File: src/rtl/tmsd_ram.sv
// Generic simple dual-port RAM with registered read.
`default_nettype none
module tmsd_ram #(
    parameter int WIDTH = 8,
    parameter int DEPTH = 16
) (
    input  wire logic                             clk,
    input  wire logic                             we,
    input  wire logic [$clog2(DEPTH > 1 ? DEPTH : 2)-1:0] waddr,
    input  wire logic [WIDTH-1:0]                 wdata,
    input  wire logic [$clog2(DEPTH > 1 ? DEPTH : 2)-1:0] raddr,
    output logic      [WIDTH-1:0]                 rdata
);
    logic [WIDTH-1:0] mem [DEPTH];

    always_ff @(posedge clk)
    begin
        if (we)
        begin
            mem[waddr] <= wdata;
        end
        rdata <= mem[raddr];
    end
endmodule
`default_nettype wire

File: config.mk
export PLATFORM = sky130hd
export DESIGN_NAME = tmsd_ram
export DESIGN_NICKNAME = d
export VERILOG_FILES = /design/src/rtl/tmsd_ram.sv
export SDC_FILE = /design/constraint.sdc
export NUM_CORES = 1
export LEC_CHECK = 0
export BUFFER_PORTS_ARGS = -buffer_cell sky130_fd_sc_hd__buf_2
export CAP_MARGIN = 20
export CORE_ASPECT_RATIO = 2
export CORE_MARGIN = 8
export CORE_UTILIZATION = 45
export DETAILED_ROUTE_END_ITERATION = 10
export PLACE_DENSITY = 0.69
export REMOVE_ABC_BUFFERS = 1
export SLEW_MARGIN = 10
export SYNTH_ARGS = -nofsm -noshare
export SYNTH_HDL_FRONTEND = slang
export SYNTH_SLANG_ARGS = --single-unit
File: constraint.sdc
create_clock -name clk -period 2.5 [get_ports clk]
set_clock_uncertainty 0.15 [all_clocks]
set_input_delay 0.25 -clock clk [delete_from_list [all_inputs] [get_ports clk]]
set_output_delay 0.25 -clock clk [all_outputs]
set_load 0.05 [all_outputs]
# Word-level counts from Yosys, hierarchy flattened
# Memories as Yosys holds them, arrays and structs flattened. A register that Yosys moved wholly into a read port is not among the register bits.
# Cells that the tools add are included.
# W data, S select, Z words.
[word_totals]
ram_bits = 128
regBits = 0
n_memories = 1
output_inout_bits = 8
in_bits = 18
[op_classes]
muxes = 2
[mem_list]
columns = ["name", "depth", "width", "read_ports", "rd_ports_with_merged_regs", "write_ports", "line", "source"]
rows = [
  ["mem", 16, 8, 1, 1, 1, "14", "logic [WIDTH-1:0] mem [DEPTH];"],
]
[op_table]
columns = ["cell", "n"]
rows = [
  ["$mux W1", 2],
]

# Depth between registers and ports, before layout
# Gate-level depths: netlist (run 1).
[logic_depth]
ltp_word = 2
depth_mapped = 5

# Least setup slack after synthesis (run 1)
# Ideal clock, no wire load.
[synth_timing]
path_type = "input to register"
from = "input port waddr[2] (netlist bit)"
to = "memory mem[0][0] (enable)"
setup_time_ps = 383
cell_stages = 2
t_arrival_ps = 1360
t_required_ps = 1967
slack_ps = 607
n_path_buf = 0
path_cell_list = "or3b_2 > nor3_1"
[synth_rtl]
columns = ["element", "line", "source"]
rows = [
  ["start: declaration", "9", "input wire logic [$clog2(DEPTH > 1 ? DEPTH : 2)-1:0] waddr,"],
  ["end: declaration", "14", ""],
]
# Straight into the memory's write port.

==> impl_metrics.env, run 1 <==
export IMPL_wl_met2_um=5570
export IMPL_run_status="finished, final reports clean"
export IMPL_top_layer="met4"
export IMPL_pwr_share_clk_pct=45.5
export IMPL_grt_pass1_vias=2652
export IMPL_fin_tns_setup_ns=0
export IMPL_rr_worst_depth=3
export IMPL_swShare_pct=21.3
export IMPL_yosysTopAreaCellShare_pct=74.7
export IMPL_dr_pass1_iters=4
export IMPL_hold_buffers=0
export IMPL_cp_max_fo=1
export IMPL_rr_endpoint="rdata[3]"
export IMPL_syn_to_final_growth_pct=18.9
export IMPL_clkLatencyLatePin_ns=0.41
export IMPL_min_period_over_period_pct=59.4
export IMPL_p_int_mw=4.12
export IMPL_endpoint_kind="register"
export IMPL_io_pins=26
export IMPL_hold_viol_final=0
export IMPL_num_vias=2468
export IMPL_drv_cap=0
export IMPL_clockBufferDepth=2
export IMPL_hold_path_class="in -> reg"
export IMPL_yosysUniqueCellTypes=19
export IMPL_rsz0062_at_grt="no"
export IMPL_cp_slowest_stage_delay_ns=0.53
export IMPL_synth_seq_area_share_pct=77.8
export IMPL_min_from="wdata[1]"
export IMPL_cts_num_sinks=136
export IMPL_fin_nets=302
export IMPL_syn_area_per_cell_um2=22.5
export IMPL_worstPathCellList="mux4_1, a22oi_1, nand2_1"
export IMPL_ctsHtreeMaxLevel=4
export IMPL_post_cts_buffers=0
export IMPL_drive_gt1_share_pct=32.1
export IMPL_drv_slew=0
export IMPL_antennaDiodeCount=0
export IMPL_fillers=832
export IMPL_hpwlAfterDp_um=6730
export IMPL_ant_nets=0
export IMPL_power_share_combinational_pct=5.5
export IMPL_p_switching_mw=1.11
export IMPL_grt_usage_pct=14.2
export IMPL_ys_ff_latch=136
export IMPL_post_route_util_pct=54.6
export IMPL_cp_buffers_inverters=0
export IMPL_cts_tree="done"
export IMPL_cts_resized=0
export IMPL_p_seq_share_pct=49.0
export IMPL_grt_overflow_total=0
export IMPL_layout_cells_non_filler=438
export IMPL_synth_area_leaders="edfxtp_1, mux4_2, mux4_1"
export IMPL_synthCells=229
export IMPL_dpl_cell_count=407
export IMPL_start_kind="register"
export IMPL_vdd_ir_drop_max_uv=604
export IMPL_yosys_area_top_type="edfxtp_1"
export IMPL_core_area_mm2=0.0112
export IMPL_worstMarginPinSlew_ns=0.760
export IMPL_gp_congestion=0.764
export IMPL_min_period_ns=1.49
export IMPL_critical_path_arrival_ns=1.64
export IMPL_grt_max_degree=33
export IMPL_grt_pass1_wl_um=15500
export IMPL_fp_dieW_um=91.6
export IMPL_io_buffers=25
export IMPL_drtIter0Drc=136
export IMPL_grt_antenna_before_repair=0
export IMPL_cts_clk_slew_worst_paths_ns=0.06
export IMPL_wl_met1_um=3740
export IMPL_critical_path_required_ns=2.65
export IMPL_crit_slowest_cell="mux4_1"
export IMPL_hold_depth=1
export IMPL_syn_area_mm2=0.00515
export IMPL_crit_type="reg -> reg"
export IMPL_cellPowerDensity_mw_per_mm2=854
export IMPL_vias_per_cell=5.63
export IMPL_drc_errors=0
export IMPL_whs_ns=0.0645
export IMPL_fp_dieH_um=167
export IMPL_yosysWarnings=0
export IMPL_relSlewSlack_pct=49.1
export IMPL_cts_root_buf="clkbuf_16"
export IMPL_finalWirelength_um=10100
export IMPL_wl_met3_um=453
export IMPL_r2r_slack_ns=1.01
export IMPL_power_total_mw=5.23
export IMPL_start_util_pct=45.9
export IMPL_finalSetupViolCount=0
export IMPL_die_area_mm2=0.0153
export IMPL_cp_top_family="multiplexers"
export IMPL_placementRows=55
export IMPL_avgRoutedWirePerCell_um=23.1
export IMPL_holdPathEnd="mem[11][1]"
export IMPL_leakage_nw=2.09
export IMPL_max_freq_mhz=673
export IMPL_rr_startpoint="mem[1][3]"
export IMPL_cts_buffers=17
-- sequential cells by signal, indices dropped and copies added (netlist names) --
signal,flops
rdata,8
mem,128
-- logic make-up (layout without fill, tap and decap cells) --
family / count (synthesis) / in the layout / share of synthesized area (%)
compound gates: 16 / 16 / 2.33
buf+inv: 10 / 77 / 1.68
flops: 136 / 136 / 77.8
mux: 32 / 32 / 15.0
simple gates: 35 / 35 / 3.18
-- Yosys cell counts --
| cell type | number |
|---|---|
| a22oi_1 | 16 |
| and2_1 | 1 |
| and2b_1 | 1 |
| buf_2 | 3 |
| buf_4 | 1 |
| buf_6 | 3 |
| clkdlybuf4s25_2 | 3 |
| dfxtp_1 | 8 |
| edfxtp_1 | 128 |
| mux4_1 | 14 |
| mux4_2 | 18 |
| nand2_1 | 9 |
| nand2b_1 | 2 |
| nand3_1 | 1 |
| nand3b_1 | 2 |
| nor2_1 | 13 |
| nor2b_1 | 1 |
| nor3_1 | 4 |
| or3b_2 | 1 |
-- cell type report --
cell class / instances / area (um^2) / share of cell area [%]
clock buffer: 17 / 425 / 6.95
multi-input combinational: 83 / 1060 / 17.3
sequential: 136 / 4000 / 65.4
tap: 142 / 178 / 2.90
timing repair buffer: 46 / 308 / 5.03
clock inverter: 14 / 150 / 2.45
-- cells in the final DEF (no fill, tap or decap) --
cell type   synthesis  final
a22oi_1            16     16
and2_1              1      1
and2b_1             1      1
buf_12              0      2
buf_2               3     25
buf_4               1     19
bufinv_16           0      2
clkbuf_16           0     17
clkinv_1            0      1
clkinv_2            0      2
clkinv_4            0      4
clkinvlp_4          0      2
dfxtp_1             8      8
edfxtp_1          128    128
inv_6               0      3
mux4_1             14     14
mux4_2             18     18
nand2_1             9      9
nand2b_1            2      2
nand3_1             1      1
nand3b_1            2      2
nor2_1             13     13
nor2b_1             1      1
nor3_1              4      4
or3b_2              1      1
-- through the flow --
step / worst slack (ns) / instance area (um^2)
2_1_floorplan: 0.607 / 5060
3_3_place_gp: 0.669 / 5550
3_5_place_dp: 0.646 / 5550
4_1_cts: 0.993 / 6120
5_1_grt: 0.948 / 6120
6_report: 1.01 / 6120
-- per-layer routing --
metal / track usage [%] / vias up
li1: - / 1083
met1: 14.4 / 1288
met2: 24.2 / 71
met3: 4.52 / 26
met4: 9.19 / 0
met5: 0 / -
-- power by group through the flow --
stage / clock network [mW] / registers, mW / logic (mW)
finish: 2.38 / 2.56 / 0.285
global route: 2.50 / 2.57 / 0.307
CTS: 2.42 / 2.57 / 0.290
detailed placement: 0 / 2.61 / 0.288
global placement: 0 / 2.61 / 0.283
floorplan: 0 / 2.66 / 0.102
-- worst max path at each step --
stage,startpoint,endpoint,cells past startpoint
floorplan,waddr[2],mem[0][0],2
global placement,raddr[0],rdata[1],5
detailed placement,raddr[0],rdata[1],5
CTS,mem[2][1],rdata[1],3
global route,mem[1][3],rdata[3],3
finish,mem[1][3],rdata[3],3
Note: power is estimated with default switching activity, not from simulation.
==> run 2, diff against run 1 <==
--- a/config.mk
+++ b/config.mk
@@ -5,13 +5,14 @@
 export SDC_FILE = /design/constraint.sdc
 export NUM_CORES = 1
 export LEC_CHECK = 0
+export ABC_AREA = 1
 export BUFFER_PORTS_ARGS = -buffer_cell sky130_fd_sc_hd__buf_2
 export CAP_MARGIN = 20
 export CORE_ASPECT_RATIO = 2
 export CORE_MARGIN = 8
 export CORE_UTILIZATION = 45
 export DETAILED_ROUTE_END_ITERATION = 10
-export PLACE_DENSITY = 0.69
+export PLACE_DENSITY = 0.68
 export REMOVE_ABC_BUFFERS = 1
 export SLEW_MARGIN = 10
 export SYNTH_ARGS = -nofsm -noshare
==> constraint.sdc (replaced) <==
create_clock -name clk -period 1.4 [get_ports clk]
set_clock_uncertainty 0.15 [all_clocks]
set_input_delay 0.14 -clock clk [delete_from_list [all_inputs] [get_ports clk]]
set_output_delay 0.14 -clock clk [all_outputs]
set_load 0.05 [all_outputs]
==> run 2 against run 1 <==
Compared with the run above:
- wire length increased by 25%
- non-clock buffer count increased by 11
- power increased by 93%
- synthesized area increased by 12%
- worst setup slack got worse by 0.92 ns
- flip-flop and latch count unchanged
- sequential power increased by 79%
- combinational power increased by 130%
- design area increased by 12%
- first-iteration DRC count increased by 110%
- global-route usage increased by 1.9 points
- largest power group is now the clock network
- clock power increased by 100%
==> impl_metrics.env, run 2 <==
export IMPL_run_status="finished, final reports clean"
export IMPL_cts_clk_slew_worst_paths_ns=0.06
export IMPL_crit_slowest_cell="dfxtp_1"
export IMPL_drc_errors=0
export IMPL_drtIter0Drc=290
export IMPL_layout_commonest_cell="nand2_1"
export IMPL_ys_ff_latch=136
export IMPL_synth_top_family_by_area="simple AND/OR/NAND/NOR gates"
export IMPL_hpwlAfterDp_um=8330
export IMPL_fin_nets=621
export IMPL_yosysWarnings=0
export IMPL_min_period_ns=1.31
export IMPL_fillers=1039
export IMPL_gp_congestion=0.826
export IMPL_grt_overflow_total=0
export IMPL_post_cts_buffers=0
export IMPL_min_period_over_period_pct=93.2
export IMPL_critical_path_arrival_ns=1.02
export IMPL_fp_dieH_um=176
export IMPL_critical_path_required_ns=1.11
export IMPL_relSlewSlack_pct=74.7
export IMPL_grt_usage_pct=16.1
export IMPL_clockBufferDepth=2
export IMPL_cellPowerDensity_mw_per_mm2=1470
export IMPL_hold_path_class="in -> reg"
export IMPL_vdd_ir_drop_max_uv=841
export IMPL_crit_type="reg -> out"
export IMPL_dr_pass1_iters=4
export IMPL_drive_gt1_share_pct=13.3
export IMPL_cp_slowest_stage_delay_ns=0.34
export IMPL_fp_dieW_um=96.0
export IMPL_grt_pass1_vias=3831
export IMPL_leakage_nw=3.00
export IMPL_synthCells=551
export IMPL_synth_most_common_cell="nand2_1"
export IMPL_synth_common_cells="nand2_1, edfxtp_1, inv_1, nand3_1, nor2_1"
export IMPL_core_area_mm2=0.0126
export IMPL_avgRoutedWirePerCell_um=16.6
export IMPL_cts_root_buf="clkbuf_16"
export IMPL_synth_area_mux_share_pct=0
export IMPL_num_vias=3864
export IMPL_grt_max_degree=65
export IMPL_cp_top_family="flip-flops"
export IMPL_ant_nets=0
export IMPL_grt_antenna_before_repair=0
export IMPL_layout_common_cells="nand2_1, edfxtp_1, inv_1"
export IMPL_die_area_mm2=0.0169
export IMPL_grt_pass1_wl_um=19900
export IMPL_yosys_area_top_type="edfxtp_1"
export IMPL_top_register="mem"
export IMPL_largest_reg_flops=128
export IMPL_cp_buffers_inverters=1
export IMPL_drv_cap=0
export IMPL_max_freq_mhz=766
export IMPL_synth_xor_area_share_pct=0
export IMPL_synth_edf_count=128
export IMPL_clkLatencyLatePin_ns=0.41
export IMPL_syn_area_per_cell_um2=10.5
export IMPL_start_util_pct=45.9
export IMPL_drv_slew=0
export IMPL_worstPathCellList="buf_2"
export IMPL_finalWirelength_um=12700
export IMPL_cts_tree="done"
export IMPL_rsz0062_at_grt="no"
export IMPL_syn_to_final_growth_pct=19.2
export IMPL_synth_simple_area_share_pct=21.0
export IMPL_ctsHtreeMaxLevel=4
export IMPL_yosysTopAreaCellShare_pct=66.7
export IMPL_placementRows=58
export IMPL_syn_area_mm2=0.00577
export IMPL_synth_seq_area_share_pct=69.4
export IMPL_fin_tns_setup_ns=0
export IMPL_worstMarginPinSlew_ns=0.380
export IMPL_synth_fa_ha_area_share_pct=0
export IMPL_io_pins=26
export IMPL_synth_area_leaders="edfxtp_1, nand2_1, nand3_1"
export IMPL_endpoint_kind="output port"
export IMPL_finalSetupViolCount=0
export IMPL_synth_main_ff_cell="edfxtp_1"
export IMPL_cts_num_sinks=136
export IMPL_cp_max_fo=1
export IMPL_synth_compound_area_share_pct=0
export IMPL_async_reset_ff_share_pct=0
export IMPL_cts_buffers=17
export IMPL_start_kind="register"
export IMPL_vias_per_cell=5.04
export IMPL_cts_resized=0
export IMPL_hold_viol_final=0
export IMPL_top_regs="mem: 128 flops, rdata: 8 flops"
export IMPL_io_buffers=25
export IMPL_power_total_mw=10.1
export IMPL_post_route_util_pct=54.8
export IMPL_yosysUniqueCellTypes=12
export IMPL_antennaDiodeCount=0
==> run 2: cell count changes in the layout (fill, tap and decap cells not counted), sizes merged, moves of 8 or more <==
cell	previous run	this run
nand2	9	173
inv	3	104
nand3	1	97
mux4	32	0
a22oi	16	0
dlygate4sd3	0	8
==> run 2: final cells by class <==
cell class | instances | area [um^2] | share of cell area, %
tap | 150 | 188 | 2.73
clock buffer | 18 | 429 | 6.24
timing repair buffer | 57 | 435 | 6.33
multi-input combinational | 289 | 1210 | 17.7
inverter | 102 | 383 | 5.57
clock inverter | 14 | 221 | 3.22
sequential | 136 | 4000 | 58.2
==> run 2: final timing paths <==
check | startpoint | to | slack, ns | depth (start not counted)
hold / removal | raddr[2] | rdata[0] | 0.02 | 4
hold reg to reg | mem[10][6] | rdata[6] | 0.52 | 6
setup / recovery | rdata[0] | rdata[0] | 0.09 | 1
setup reg to reg | mem[7][3] | rdata[3] | 0.23 | 6
==> run 2: where the power goes <==
group          leakage (nW)  internal (mW)  switching, mW
logic                  1.47          0.194          0.471
clock network         0.307           3.17           1.66
registers              1.22           4.55         0.0245
total                  3.00           7.92           2.16
==> run 2: timing repair <==
action                                 in CTS  in global routing
endpoints found under the hold margin     120                  0
hold buffers                                8                  0
setup endpoints to repair                   0                  0
==> run 2: per-layer routing <==
layer / vias to the layer above / wire (um) / global-route usage (%)
li1: 1875 / - / -
met1: 1850 / 4700 / 16.8
met2: 109 / 7080 / 28.8
met3: 30 / 498 / 3.19
met4: 0 / 429 / 8.46
met5: - / 0 / 0
==> run 2: per-stage QoR <==
step | setup slack, ns | instance area (um^2) | hold WS (ns) | cells
3_3_place_gp | 0.0534 | 6140 | 0.380 | 726
3_5_place_dp | 0.0316 | 6140 | 0.385 | 726
2_1_floorplan | 0.130 | 5600 | 0.0889 | 527
5_1_grt | 0.0366 | 6870 | 0.0243 | 766
6_report | 0.0949 | 6870 | 0.0202 | 766
4_1_cts | 0.0558 | 6870 | 0.00669 | 766
==> run 2: logic make-up after synthesis <==
kind of cell | count (synthesis)
AND/OR/NAND/NOR | 289
buffers and inverters | 126
flip-flops | 136
